**config.mk**
```make
export PLATFORM = sky130hd
export DESIGN_NAME = handshake_stall_monitor_flat
export DESIGN_NICKNAME = d
export VERILOG_FILES = /design/src/design/hsm_pkg.sv /design/src/design/hsm_in_if.sv /design/src/design/hsm_out_if.sv /design/src/design/hsm_apb_regs.sv /design/src/design/hsm_stats.sv /design/src/design/handshake_stall_monitor.sv /design/src/flat_wrapper.sv
export VERILOG_INCLUDE_DIRS = /design/src /design/src/design
export SDC_FILE = /design/constraint.sdc
export NUM_CORES = 1
export LEC_CHECK = 0
export BUFFER_PORTS_ARGS = -buffer_cell sky130_fd_sc_hd__buf_4
export CAP_MARGIN = 10
export CORE_ASPECT_RATIO = 1.75
export CORE_MARGIN = 2
export CORE_UTILIZATION = 30
export DETAILED_ROUTE_END_ITERATION = 10
export PLACE_DENSITY_LB_ADDON = 0.25
export SYNTH_ARGS = -nofsm -noshare
export SYNTH_HDL_FRONTEND = slang
export SYNTH_HIERARCHICAL = 1
export SYNTH_SLANG_ARGS = --single-unit
```
**constraint.sdc**
```tcl
create_clock -name clk_i -period 13.8 [get_ports clk_i]
set_clock_uncertainty 0.2 [all_clocks]
set_input_delay 2.76 -clock clk_i [delete_from_list [all_inputs] [get_ports clk_i]]
set_output_delay 2.76 -clock clk_i [all_outputs]
set_load 0.1 [all_outputs]
```
**src/design/handshake_stall_monitor_defines.svh**
```systemverilog
// Assertion helpers used by the monitor's statistics module.
`ifndef HANDSHAKE_STALL_MONITOR_DEFINES_SVH
`define HANDSHAKE_STALL_MONITOR_DEFINES_SVH

// Check the consequent in the same cycle as the antecedent.
`define HSM_ASSERT_SAME(label, clk, rst_n, ante, cons, msg) \
  label: assert property (@(posedge clk) disable iff (!rst_n) (ante) |-> (cons)) \
    else $error(msg);

// Check the consequent in the cycle after the antecedent.
`define HSM_ASSERT_NEXT(label, clk, rst_n, ante, cons, msg) \
  label: assert property (@(posedge clk) disable iff (!rst_n) (ante) |=> (cons)) \
    else $error(msg);

`endif

```
**src/design/hsm_pkg.sv**
```systemverilog
`default_nettype none

package hsm_pkg;

  localparam int unsigned CFG_ADDR_WIDTH = 3;
  localparam int unsigned CFG_DATA_WIDTH = 32;
  localparam int unsigned WAIT_WIDTH     = 32;
  localparam logic [WAIT_WIDTH-1:0] WAIT_LIMIT_RESET = 32'd100;

  typedef enum logic {
    CMD_SAMPLE = 1'b0,
    CMD_FLUSH  = 1'b1
  } cmd_e;

  typedef enum logic [1:0] {
    SIG_FALSE   = 2'd0,
    SIG_TRUE    = 2'd1,
    SIG_UNKNOWN = 2'd2
  } sig_e;

  typedef enum logic {
    REG_WAIT_LIMIT = 1'b0
  } reg_idx_e;

  typedef struct packed {
    logic step;
    logic flush;
    logic valid_true;
    logic valid_false;
    logic ready_true;
    logic ready_false;
  } hsm_ctl_t;

endpackage

`default_nettype wire

```
**src/design/hsm_in_if.sv**
```systemverilog
`default_nettype none

interface hsm_in_if #(
  parameter int unsigned TIME_WIDTH = 63
);
  logic                  valid;
  logic                  ready;
  logic                  cmd;
  logic [1:0]            valid_state;
  logic [1:0]            ready_state;
  logic [TIME_WIDTH-1:0] stamp;

  modport source (output valid, cmd, valid_state, ready_state, stamp, input ready);
  modport sink   (input valid, cmd, valid_state, ready_state, stamp, output ready);
endinterface

`default_nettype wire

```
**src/design/hsm_out_if.sv**
```systemverilog
`default_nettype none

interface hsm_out_if #(
  parameter int unsigned COUNT_WIDTH = 32,
  parameter int unsigned TIME_WIDTH  = 63
);
  logic                   valid;
  logic                   ready;
  logic                   finding_valid;
  logic                   finding_open;
  logic [TIME_WIDTH-1:0]  finding_begin_time;
  logic [TIME_WIDTH-1:0]  finding_end_time;
  logic [COUNT_WIDTH-1:0] finding_cycles;
  logic [COUNT_WIDTH-1:0] xfer_count;
  logic [COUNT_WIDTH-1:0] longest_stall_len;
  logic [COUNT_WIDTH-1:0] ready_only_count;
  logic [COUNT_WIDTH-1:0] findings_total;
  logic [COUNT_WIDTH-1:0] samples_total;
  logic [TIME_WIDTH-1:0]  first_active_stamp;
  logic                   has_activity;

  modport source (
    output valid, finding_valid, finding_open, finding_begin_time, finding_end_time,
           finding_cycles, xfer_count, longest_stall_len, ready_only_count,
           findings_total, samples_total, first_active_stamp, has_activity,
    input  ready
  );
  modport sink (
    input  valid, finding_valid, finding_open, finding_begin_time, finding_end_time,
           finding_cycles, xfer_count, longest_stall_len, ready_only_count,
           findings_total, samples_total, first_active_stamp, has_activity,
    output ready
  );
endinterface

`default_nettype wire

```
**src/design/hsm_apb_regs.sv**
```systemverilog
`default_nettype none

module hsm_apb_regs (
  input  wire logic                               clk_i,
  input  wire logic                               rst_ni,
  input  wire logic                               psel_i,
  input  wire logic                               penable_i,
  input  wire logic                               pwrite_i,
  input  wire logic [hsm_pkg::CFG_ADDR_WIDTH-1:0] paddr_i,
  input  wire logic [hsm_pkg::CFG_DATA_WIDTH-1:0] pwdata_i,
  output logic      [hsm_pkg::CFG_DATA_WIDTH-1:0] prdata_o,
  output logic                                    pready_o,
  output logic      [hsm_pkg::WAIT_WIDTH-1:0]     wait_limit_o
);
  import hsm_pkg::*;

  logic [WAIT_WIDTH-1:0] limit_q, limit_d;
  reg_idx_e              reg_idx;
  logic                  wr_en;

  assign reg_idx  = reg_idx_e'(paddr_i[CFG_ADDR_WIDTH-1:2]);
  assign wr_en    = psel_i && penable_i && pwrite_i;
  assign pready_o = 1'b1;

  always_comb begin
    limit_d  = limit_q;
    prdata_o = '0;
    unique case (reg_idx)
      REG_WAIT_LIMIT: begin
        prdata_o = CFG_DATA_WIDTH'(limit_q);
        if (wr_en) begin
          limit_d = pwdata_i[WAIT_WIDTH-1:0];
        end
      end
      default: begin
        prdata_o = '0;
      end
    endcase
  end

  always_ff @(posedge clk_i or negedge rst_ni) begin
    if (!rst_ni) begin
      limit_q <= WAIT_LIMIT_RESET;
    end else begin
      limit_q <= limit_d;
    end
  end

  assign wait_limit_o = limit_q;

endmodule

`default_nettype wire

```
**src/design/hsm_stats.sv**
```systemverilog
`default_nettype none
`include "handshake_stall_monitor_defines.svh"

module hsm_stats #(
  parameter int unsigned COUNT_WIDTH = 32,
  parameter int unsigned TIME_WIDTH  = 63
) (
  input  wire logic                           clk_i,
  input  wire logic                           rst_ni,
  input  wire hsm_pkg::hsm_ctl_t              ctl_i,
  input  wire logic [TIME_WIDTH-1:0]          time_i,
  input  wire logic [hsm_pkg::WAIT_WIDTH-1:0] max_wait_i,
  output logic                                finding_valid_o,
  output logic                                finding_open_o,
  output logic      [TIME_WIDTH-1:0]          finding_begin_time_o,
  output logic      [TIME_WIDTH-1:0]          finding_end_time_o,
  output logic      [COUNT_WIDTH-1:0]         finding_cycles_o,
  output logic      [COUNT_WIDTH-1:0]         transfer_count_o,
  output logic      [COUNT_WIDTH-1:0]         max_stall_cycles_o,
  output logic      [COUNT_WIDTH-1:0]         ready_only_count_o,
  output logic      [COUNT_WIDTH-1:0]         finding_count_o,
  output logic      [COUNT_WIDTH-1:0]         sample_count_o,
  output logic      [TIME_WIDTH-1:0]          first_activity_time_o,
  output logic                                has_activity_o
);
  import hsm_pkg::*;

  localparam int unsigned CMP_WIDTH = (COUNT_WIDTH > WAIT_WIDTH) ? COUNT_WIDTH : WAIT_WIDTH;

  function automatic logic [COUNT_WIDTH-1:0] sat_inc(input logic [COUNT_WIDTH-1:0] v);
    return (&v) ? v : v + COUNT_WIDTH'(1);
  endfunction

  logic [COUNT_WIDTH-1:0] stall_len_q, stall_len_d;
  logic [TIME_WIDTH-1:0]  start_q, start_d;
  logic [COUNT_WIDTH-1:0] longest_q, longest_d;
  logic [COUNT_WIDTH-1:0] transfers_q, transfers_d;
  logic [COUNT_WIDTH-1:0] ronly_q, ronly_d;
  logic [COUNT_WIDTH-1:0] findings_q, findings_d;
  logic [COUNT_WIDTH-1:0] samples_q, samples_d;
  logic                   act_q, act_d;
  logic [TIME_WIDTH-1:0]  act_time_q, act_time_d;

  logic sample, xfer, stall, ronly, closing, close_nz, found;

  assign sample   = ctl_i.step && !ctl_i.flush;
  assign xfer     = ctl_i.valid_true && ctl_i.ready_true;
  assign stall    = ctl_i.valid_true && ctl_i.ready_false;
  assign ronly    = ctl_i.ready_true && ctl_i.valid_false;
  assign closing  = ctl_i.step && (ctl_i.flush || xfer);
  assign close_nz = (stall_len_q != '0);
  assign found    = closing && close_nz
                    && (CMP_WIDTH'(stall_len_q) > CMP_WIDTH'(max_wait_i));

  always_comb begin
    stall_len_d = stall_len_q;
    start_d     = start_q;
    longest_d   = longest_q;
    transfers_d = transfers_q;
    ronly_d     = ronly_q;
    findings_d  = findings_q;
    samples_d   = samples_q;
    act_d       = act_q;
    act_time_d  = act_time_q;

    if (closing && close_nz && (stall_len_q > longest_q)) begin
      longest_d = stall_len_q;
    end
    if (found) begin
      findings_d = sat_inc(findings_q);
    end
    if (sample) begin
      samples_d = sat_inc(samples_q);
      if (!act_q && (ctl_i.valid_true || ctl_i.ready_true)) begin
        act_d      = 1'b1;
        act_time_d = time_i;
      end
      if (xfer) begin
        transfers_d = sat_inc(transfers_q);
        stall_len_d = '0;
      end else if (stall) begin
        if (!close_nz) begin
          start_d = time_i;
        end
        stall_len_d = sat_inc(stall_len_q);
      end else if (ronly) begin
        ronly_d = sat_inc(ronly_q);
      end
    end
  end

  assign finding_valid_o       = found;
  assign finding_open_o        = found && ctl_i.flush;
  assign finding_begin_time_o  = found ? start_q : '0;
  assign finding_end_time_o    = found ? time_i : '0;
  assign finding_cycles_o      = found ? stall_len_q : '0;
  assign transfer_count_o      = transfers_d;
  assign max_stall_cycles_o    = longest_d;
  assign ready_only_count_o    = ronly_d;
  assign finding_count_o       = findings_d;
  assign sample_count_o        = samples_d;
  assign first_activity_time_o = act_d ? act_time_d : '0;
  assign has_activity_o        = act_d;

  always_ff @(posedge clk_i or negedge rst_ni) begin
    if (!rst_ni) begin
      stall_len_q <= '0;
      start_q     <= '0;
      longest_q   <= '0;
      transfers_q <= '0;
      ronly_q     <= '0;
      findings_q  <= '0;
      samples_q   <= '0;
      act_q       <= 1'b0;
      act_time_q  <= '0;
    end else if (ctl_i.step && ctl_i.flush) begin
      stall_len_q <= '0;
      start_q     <= '0;
      longest_q   <= '0;
      transfers_q <= '0;
      ronly_q     <= '0;
      findings_q  <= '0;
      samples_q   <= '0;
      act_q       <= 1'b0;
      act_time_q  <= '0;
    end else begin
      stall_len_q <= stall_len_d;
      start_q     <= start_d;
      longest_q   <= longest_d;
      transfers_q <= transfers_d;
      ronly_q     <= ronly_d;
      findings_q  <= findings_d;
      samples_q   <= samples_d;
      act_q       <= act_d;
      act_time_q  <= act_time_d;
    end
  end

  `HSM_ASSERT_NEXT(a_flush_clears, clk_i, rst_ni, ctl_i.step && ctl_i.flush, samples_q == '0 && stall_len_q == '0 && !act_q, "window state not cleared after flush")
  `HSM_ASSERT_NEXT(a_findings_hold, clk_i, rst_ni, !(ctl_i.step && (ctl_i.flush || found)), findings_q == $past(findings_q), "finding count moved without a finding")
  `HSM_ASSERT_NEXT(a_stall_start_hold, clk_i, rst_ni, sample && close_nz && !xfer, start_q == $past(start_q), "stall start time moved during an open stall")

endmodule

`default_nettype wire

```
**src/design/handshake_stall_monitor.sv**
```systemverilog
// Pipeline: an input register captures each accepted transaction, and the
//   result registers load from it through the statistics logic.
// Throughput: one transaction per cycle through combinational logic between the
//   input and result registers; input stalls only while both stages are full
//   and the sink holds off.
// Reset: asynchronous, active low; clears the window state and both stage valid
//   flags, and sets the wait limit to 100.
`default_nettype none

module handshake_stall_monitor #(
  parameter int unsigned COUNT_WIDTH = 32,
  parameter int unsigned TIME_WIDTH  = 63
) (
  input  wire logic                               clk_i,
  input  wire logic                               rst_ni,
  hsm_in_if.sink                                  in_i,
  hsm_out_if.source                               out_o,
  input  wire logic                               psel,
  input  wire logic                               penable,
  input  wire logic                               pwrite,
  input  wire logic [hsm_pkg::CFG_ADDR_WIDTH-1:0] paddr,
  input  wire logic [hsm_pkg::CFG_DATA_WIDTH-1:0] pwdata,
  output logic      [hsm_pkg::CFG_DATA_WIDTH-1:0] prdata,
  output logic                                    pready
);
  import hsm_pkg::*;

  logic [WAIT_WIDTH-1:0] wait_limit;

  logic                  s1_valid_q, s1_valid_d;
  logic                  s1_cmd_q;
  logic [1:0]            s1_vstate_q;
  logic [1:0]            s1_rstate_q;
  logic [TIME_WIDTH-1:0] s1_time_q;

  logic out_free, in_take, step;
  hsm_ctl_t ctl;

  logic                   r_finding_valid, r_finding_open, r_has_activity;
  logic [TIME_WIDTH-1:0]  r_begin_time, r_end_time, r_first_time;
  logic [COUNT_WIDTH-1:0] r_cycles, r_transfers, r_max_stall, r_ronly, r_findings, r_samples;

  logic                   out_valid_q, out_valid_d;
  logic                   fv_q, fo_q, act_q;
  logic [TIME_WIDTH-1:0]  begin_q, end_q, first_q;
  logic [COUNT_WIDTH-1:0] cycles_q, transfers_q, max_stall_q, ronly_q, findings_q, samples_q;

  hsm_apb_regs u_regs (
    .clk_i        (clk_i),
    .rst_ni       (rst_ni),
    .psel_i       (psel),
    .penable_i    (penable),
    .pwrite_i     (pwrite),
    .paddr_i      (paddr),
    .pwdata_i     (pwdata),
    .prdata_o     (prdata),
    .pready_o     (pready),
    .wait_limit_o (wait_limit)
  );

  assign out_free   = !out_valid_q || out_o.ready;
  assign step       = s1_valid_q && out_free;
  assign in_i.ready = !s1_valid_q || out_free;
  assign in_take    = in_i.valid && in_i.ready;

  always_comb begin
    s1_valid_d = s1_valid_q;
    if (in_take) begin
      s1_valid_d = 1'b1;
    end else if (step) begin
      s1_valid_d = 1'b0;
    end
  end

  always_ff @(posedge clk_i or negedge rst_ni) begin
    if (!rst_ni) begin
      s1_valid_q <= 1'b0;
    end else begin
      s1_valid_q <= s1_valid_d;
    end
  end

  always_ff @(posedge clk_i) begin
    if (in_take) begin
      s1_cmd_q    <= in_i.cmd;
      s1_vstate_q <= in_i.valid_state;
      s1_rstate_q <= in_i.ready_state;
      s1_time_q   <= in_i.stamp;
    end
  end

  // decode the sampled levels; unknown and the spare code match neither side
  assign ctl.step        = step;
  assign ctl.flush       = (s1_cmd_q == CMD_FLUSH);
  assign ctl.valid_true  = (s1_vstate_q == SIG_TRUE);
  assign ctl.valid_false = (s1_vstate_q == SIG_FALSE);
  assign ctl.ready_true  = (s1_rstate_q == SIG_TRUE);
  assign ctl.ready_false = (s1_rstate_q == SIG_FALSE);

  hsm_stats #(
    .COUNT_WIDTH (COUNT_WIDTH),
    .TIME_WIDTH  (TIME_WIDTH)
  ) u_stats (
    .clk_i                 (clk_i),
    .rst_ni                (rst_ni),
    .ctl_i                 (ctl),
    .time_i                (s1_time_q),
    .max_wait_i            (wait_limit),
    .finding_valid_o       (r_finding_valid),
    .finding_open_o        (r_finding_open),
    .finding_begin_time_o  (r_begin_time),
    .finding_end_time_o    (r_end_time),
    .finding_cycles_o      (r_cycles),
    .transfer_count_o      (r_transfers),
    .max_stall_cycles_o    (r_max_stall),
    .ready_only_count_o    (r_ronly),
    .finding_count_o       (r_findings),
    .sample_count_o        (r_samples),
    .first_activity_time_o (r_first_time),
    .has_activity_o        (r_has_activity)
  );

  always_comb begin
    out_valid_d = out_valid_q;
    if (step) begin
      out_valid_d = 1'b1;
    end else if (out_o.ready) begin
      out_valid_d = 1'b0;
    end
  end

  always_ff @(posedge clk_i or negedge rst_ni) begin
    if (!rst_ni) begin
      out_valid_q <= 1'b0;
    end else begin
      out_valid_q <= out_valid_d;
    end
  end

  always_ff @(posedge clk_i) begin
    if (step) begin
      fv_q        <= r_finding_valid;
      fo_q        <= r_finding_open;
      begin_q     <= r_begin_time;
      end_q       <= r_end_time;
      cycles_q    <= r_cycles;
      transfers_q <= r_transfers;
      max_stall_q <= r_max_stall;
      ronly_q     <= r_ronly;
      findings_q  <= r_findings;
      samples_q   <= r_samples;
      first_q     <= r_first_time;
      act_q       <= r_has_activity;
    end
  end

  assign out_o.valid              = out_valid_q;
  assign out_o.finding_valid      = fv_q;
  assign out_o.finding_open       = fo_q;
  assign out_o.finding_begin_time = begin_q;
  assign out_o.finding_end_time   = end_q;
  assign out_o.finding_cycles     = cycles_q;
  assign out_o.xfer_count         = transfers_q;
  assign out_o.longest_stall_len  = max_stall_q;
  assign out_o.ready_only_count   = ronly_q;
  assign out_o.findings_total     = findings_q;
  assign out_o.samples_total      = samples_q;
  assign out_o.first_active_stamp = first_q;
  assign out_o.has_activity       = act_q;

endmodule

`default_nettype wire

```
**src/flat_wrapper.sv**
```systemverilog
// flat-port wrapper written by rule: the top's interface ports become plain ports
module handshake_stall_monitor_flat import hsm_pkg::*;
#(
  parameter int unsigned COUNT_WIDTH = 32,
  parameter int unsigned TIME_WIDTH  = 63
)
  (clk_i, rst_ni, psel, penable, pwrite, paddr, pwdata, prdata, pready, in_i_valid, in_i_cmd, in_i_valid_state, in_i_ready_state, in_i_stamp, in_i_ready, out_o_valid, out_o_finding_valid, out_o_finding_open, out_o_finding_begin_time, out_o_finding_end_time, out_o_finding_cycles, out_o_xfer_count, out_o_longest_stall_len, out_o_ready_only_count, out_o_findings_total, out_o_samples_total, out_o_first_active_stamp, out_o_has_activity, out_o_ready);
  hsm_in_if #(.TIME_WIDTH(TIME_WIDTH)) in_i_i ();
  hsm_out_if #(.COUNT_WIDTH(COUNT_WIDTH), .TIME_WIDTH(TIME_WIDTH)) out_o_i ();
  input  wire logic clk_i;
  input  wire logic rst_ni;
  input  wire logic psel;
  input  wire logic penable;
  input  wire logic pwrite;
  input  wire logic [hsm_pkg::CFG_ADDR_WIDTH-1:0] paddr;
  input  wire logic [hsm_pkg::CFG_DATA_WIDTH-1:0] pwdata;
  output logic      [hsm_pkg::CFG_DATA_WIDTH-1:0] prdata;
  output logic pready;
  input wire logic [$bits(in_i_i.valid)-1:0] in_i_valid;
  input wire logic [$bits(in_i_i.cmd)-1:0] in_i_cmd;
  input wire logic [$bits(in_i_i.valid_state)-1:0] in_i_valid_state;
  input wire logic [$bits(in_i_i.ready_state)-1:0] in_i_ready_state;
  input wire logic [$bits(in_i_i.stamp)-1:0] in_i_stamp;
  output wire logic [$bits(in_i_i.ready)-1:0] in_i_ready;
  output wire logic [$bits(out_o_i.valid)-1:0] out_o_valid;
  output wire logic [$bits(out_o_i.finding_valid)-1:0] out_o_finding_valid;
  output wire logic [$bits(out_o_i.finding_open)-1:0] out_o_finding_open;
  output wire logic [$bits(out_o_i.finding_begin_time)-1:0] out_o_finding_begin_time;
  output wire logic [$bits(out_o_i.finding_end_time)-1:0] out_o_finding_end_time;
  output wire logic [$bits(out_o_i.finding_cycles)-1:0] out_o_finding_cycles;
  output wire logic [$bits(out_o_i.xfer_count)-1:0] out_o_xfer_count;
  output wire logic [$bits(out_o_i.longest_stall_len)-1:0] out_o_longest_stall_len;
  output wire logic [$bits(out_o_i.ready_only_count)-1:0] out_o_ready_only_count;
  output wire logic [$bits(out_o_i.findings_total)-1:0] out_o_findings_total;
  output wire logic [$bits(out_o_i.samples_total)-1:0] out_o_samples_total;
  output wire logic [$bits(out_o_i.first_active_stamp)-1:0] out_o_first_active_stamp;
  output wire logic [$bits(out_o_i.has_activity)-1:0] out_o_has_activity;
  input wire logic [$bits(out_o_i.ready)-1:0] out_o_ready;
  assign in_i_i.valid = in_i_valid;
  assign in_i_i.cmd = in_i_cmd;
  assign in_i_i.valid_state = in_i_valid_state;
  assign in_i_i.ready_state = in_i_ready_state;
  assign in_i_i.stamp = in_i_stamp;
  assign in_i_ready = in_i_i.ready;
  assign out_o_valid = out_o_i.valid;
  assign out_o_finding_valid = out_o_i.finding_valid;
  assign out_o_finding_open = out_o_i.finding_open;
  assign out_o_finding_begin_time = out_o_i.finding_begin_time;
  assign out_o_finding_end_time = out_o_i.finding_end_time;
  assign out_o_finding_cycles = out_o_i.finding_cycles;
  assign out_o_xfer_count = out_o_i.xfer_count;
  assign out_o_longest_stall_len = out_o_i.longest_stall_len;
  assign out_o_ready_only_count = out_o_i.ready_only_count;
  assign out_o_findings_total = out_o_i.findings_total;
  assign out_o_samples_total = out_o_i.samples_total;
  assign out_o_first_active_stamp = out_o_i.first_active_stamp;
  assign out_o_has_activity = out_o_i.has_activity;
  assign out_o_i.ready = out_o_ready;
  handshake_stall_monitor #(.COUNT_WIDTH(COUNT_WIDTH), .TIME_WIDTH(TIME_WIDTH)) u_core (.clk_i(clk_i), .rst_ni(rst_ni), .in_i(in_i_i), .out_o(out_o_i), .psel(psel), .penable(penable), .pwrite(pwrite), .paddr(paddr), .pwdata(pwdata), .prdata(prdata), .pready(pready));
endmodule
```
; Word-level counts from Yosys, hierarchy flattened
; Cells that the tools add are included.
[totals]
input_bits = 110
out_inout_bits = 419
ff_bits = 805
word_cells = 119
[classes]
eq_ne = 5
magnitude_cmp = 2
bitwise = 1
n_reduce_logical = 39
add_sub_neg = 5
muxes = 39
[ops]
columns = operator, count
row1 = 32-bit 2-to-1 mux, 24
row2 = 63-bit 2-to-1 mux, 8
row3 = 32-bit by 1-bit adder with 32-bit output (second input constant), 5
row4 = 32-bit AND reduction, 5
row5 = 32-bit greater-than comparator, 2
row6 = 32-bit nonzero test, 1
row7 = 1-bit logical AND, 15
row8 = 2-bit nonzero test, 4
row9 = 1-bit 2-to-1 mux, 7
row10 = 2-bit by 1-bit == test with 1-bit output (second input constant), 2
row11 = 1-bit zero test, 4
row12 = 2-bit zero test, 2
row13 = 1-bit logical OR, 4
row14 = 2-bit by 1-bit != test with 1-bit output (second input constant), 2
row15 = 4-bit AND reduction, 1
row16 = 3-bit by 2-bit != test with 1-bit output (second input constant), 1
row17 = 3-bit AND reduction, 1
row18 = 3-bit nonzero test, 1
row19 = 2-bit AND reduction, 1
row20 = 1-bit inverter, 1

; Depth between registers and ports, before layout
[logic_depth]
word_depth = 8
ltp_mapped = 13

; Hierarchy
; Netlist, hierarchy kept.
[modules_own_cells]
columns = mod, seq_area_each_um2, instances, cells_per_inst, area_each_um2
row1 = hsm_stats, 7982.7, 1, 2012, 18810.5
row2 = handshake_stall_monitor, 13623.1, 1, 464, 13696.9
row3 = hsm_apb_regs, 804.5, 1, 105, 1557.7

; Worst setup path after synthesis
; OpenSTA, ideal clock, no wires.
[synth_path]
path_kind = input port to flip-flop
from = in out_o_ready
to = reg u_core.u_stats.stall_len_q[30]
stages = 8
arrival_ns = 14.745
t_required_ns = 13.468
path_slack_ns = -1.276
cell_sequence = nand2b_1 > and2_1 > nand3_1 > or3_1 > nor4_1 > nand3_1 > xor2_1 > nor2_1
[synth_lines]
columns = item, line_no
row1 = "start, declared", flat_wrapper.sv:38  ; input wire logic [$bits(out_o_i.ready)-1:0] out_o_ready;
row2 = "end signal, assigned", hsm_stats.sv:127  ; stall_len_q <= stall_len_d;
row3 = "end, declared", hsm_stats.sv:34  ; logic [COUNT_WIDTH-1:0] stall_len_q, stall_len_d;

==> reports/metrics.yaml <==
run_status:
  status: "finished clean"
route:
  wl_met3_um: 8270
  drt_first_pass_iters: 5
  route.vias.total: 21600
  met2_length_um: 47600
  wl_met1_um: 37500
  wirelength_um: 96200
  ant_nets: 0
  topRoutingLayerUsed: "met5"
  post_drt_wl_per_cell_um: 20.7
  viasPerCell: 4.63
  drc: 0
  first_iter_violations: 1159
cells_and_area:
  syn_to_final_growth_pct: 23.9
  layout.nets: 3281
  drive_above_1_share: 0.242
  fin_cells: 4657
floorplan:
  die_h_um: 450
  core_area_mm2: 0.113
  dieWidth_um: 259
  floorplan.initialDensity: 0.302
  dieArea_mm2: 0.116
  io_pins: 529
  rows: 163
timing:
  tightest_slew_ns: 1.03
  min_period_over_period: 0.472
  rsz0062_at_grt: "false"
  fin_ws_ns: 7.28
  hold_viol: 0
  setup_viol: 0
  clock.fmax_ghz: 0.153
  relSlewSlack: 0.311
  maxSlewViolCount: 0
  fin_crit_ns: 6.52
  tns_ns: 0
logic_synthesis:
  ys_seq_area_frac: 0.658
  ys_ff_latch: 805
  netlist_top_cells_count: "edfxtp_1 (452), dfrtp_1 (350), and2_1 (263)"
  syn_inst: 2581
  synth_top_area_cell: "edfxtp_1"
  ys_types: 75
  synth_area_leaders: "edfxtp_1 (40%), dfrtp_1 (26%), and2_1 (4.8%)"
  syn_area_mm2: 0.0341
  synth_edf_count: 452
  synth_top_cell_area_share: 0.398
  yosysMostFrequentCell: "edfxtp_1"
  syn_nets: 2761
  syn_area_per_cell_um2: 13.2
  async_flop_share: 0.439
  ys_warn_count: 6
  synthFlopType: "edfxtp_1"
clock_tree:
  cts_inserted_buffers: 82
  cts_buffer_depth: 3
  insertion_delay_ns: 0.66
  path_clk_slew_ns: 0.06
  postCtsResizedCells: 0
  cts_sinks: 805
  postCtsSetupBuffers: 0
  htreeDepth: 3
  clockRootBuffer: "clkbuf_16"
  hold_buffers: 0
  cts_tree: "built"
place:
  dp_hpwl_um: 65700
  place.gp.congestion: 0.882
  port_buffers: 525
  placed_cells: 4502
  dpl_worst_slack_ns: 6.42
global_routing:
  grt.total_usage: 0.164
  grt_pass1_wl_um: 143000
  antenna_found_initial: 4
  grt_pass1_vias: 22300
  grt_overflow: 0
  grt_max_degree: 132
job:
  drv_cap: 0
setup_path:
  worst_ep_arrival_time_ns: 6.60
  startpoint_type: "primary input"
  rr_endpoint: "u_core/out_o.finding_end_time[24]"
  worstSetupPathType: "in -> reg"
  end_kind: "register"
  r2r_slack_ns: 8.86
  critPathRequiredTime_ns: 13.88
  r2r_start: "u_core/u_stats/stall_len_q[30]"
  rr_worst_depth: 10
  path_max_fanout: 131
worst_hold_path:
  hold_path_end: "u_core/u_stats/start_q[53]"
  hold_path_class: "reg -> reg"
  hp-start: "u_core/u_stats/start_q[53]"
  hold_path_depth: 1
power_and_ir_drop:
  power_density_mw_per_mm2: 145
  leakagePower_nw: 18.1
  peakVddDrop_v: 0.000123
  total_power_mw: 6.13
[worst max path at each step]
stage / from / end / cells after the start
4_1_cts: out_o_ready / u_core/out_o.xfer_count[16] / 8
3_5_place_dp: out_o_ready / u_core/out_o.xfer_count[13] / 8
3_3_place_gp: out_o_ready / u_core/out_o.xfer_count[13] / 8
2_1_floorplan: out_o_ready / u_core/u_stats/stall_len_q[30] / 8
6_report: out_o_ready / u_core/out_o.xfer_count[13] / 8
5_1_grt: out_o_ready / u_core/out_o.xfer_count[16] / 8
[power breakdown]
group	switching (mW)	internal (mW)	total, mW
sequential	0.0735	2.71	2.78
clock	0.964	1.23	2.20
combinational	0.917	0.230	1.15
total	1.96	4.17	6.13
[routing by layer]
layer,GRT usage,up-vias
li1,-,10100
met4,0.0639,2
met5,0,-
met2,0.280,634
met3,0.0579,139
met1,0.185,10700
[worst max-delay path, stage by stage]
cell	delay, ns
buf_4	0.08
nand2b_1	0.11
and2_4	0.22
buf_12	0.52
buf_4	0.64
buf_12	0.64
buf_4	0.74
buf_4	0.67
[metrics by stage]
stage / hold slack (ns) / cell area, um^2 / utilization
2_1_floorplan: 0.264 / 34100 / -
3_3_place_gp: 0.279 / 39600 / 0.351
3_5_place_dp: 0.283 / 39600 / 0.351
4_1_cts: 0.300 / 42200 / 0.374
5_1_grt: 0.306 / 42200 / 0.374
6_report: 0.294 / 42200 / 0.374
[cell usage in the layout (no fill, tap or decap), drive strengths merged, types with 6 or more instances in the layout]
cell type,instances
mux2i,132
o21ai,29
xor2,73
nand4,66
nand2b,23
a21oi,37
and2,264
ha,70
buf,556
and4,17
mux2,64
nor2b,40
a22o,49
dfrtp,350
a31oi,6
nand2,169
or4,7
nor4,26
xnor2,71
edfxtp,452
inv,86
nor3,41
nor2,219
and3,39
nand3,64
or3,16
clkbuf,117
clkinv,23
[registers in the layout, summed over array words and instances, names as in the netlist, 63 cells and up]
register	count
u_core/u_stats/start_q	63
u_core/s1_time_q	63
u_core/out_o.finding_end_time	63
u_core/out_o.first_active_stamp	63
u_core/u_stats/act_time_q	63
u_core/out_o.finding_begin_time	63
[logic make-up (layout without fill, tap and decap cells)]
kind of cell	Yosys count	count (layout)	synth area share
simple gates	1007	1007	0.158
flops	805	805	0.658
other cells	1	5	0.000110
mux	196	196	0.0632
xor+xnor	144	144	0.0372
fa+ha+maj	70	70	0.0257
compound gates	155	155	0.0320
buf+inv	203	790	0.0257
[layout make-up]
class	count	area (um^2)
Antenna cell	4	10.0
Clock buffer	117	2330
Clock inverter	34	262
Fill cell	11000	70600
Inverter	83	314
Multi-Input combinational cell	1573	10800
Sequential cell	805	22400
Tap cell	1485	1860
Timing Repair Buffer	556	4210
Power figures use the tool's default switching activity.
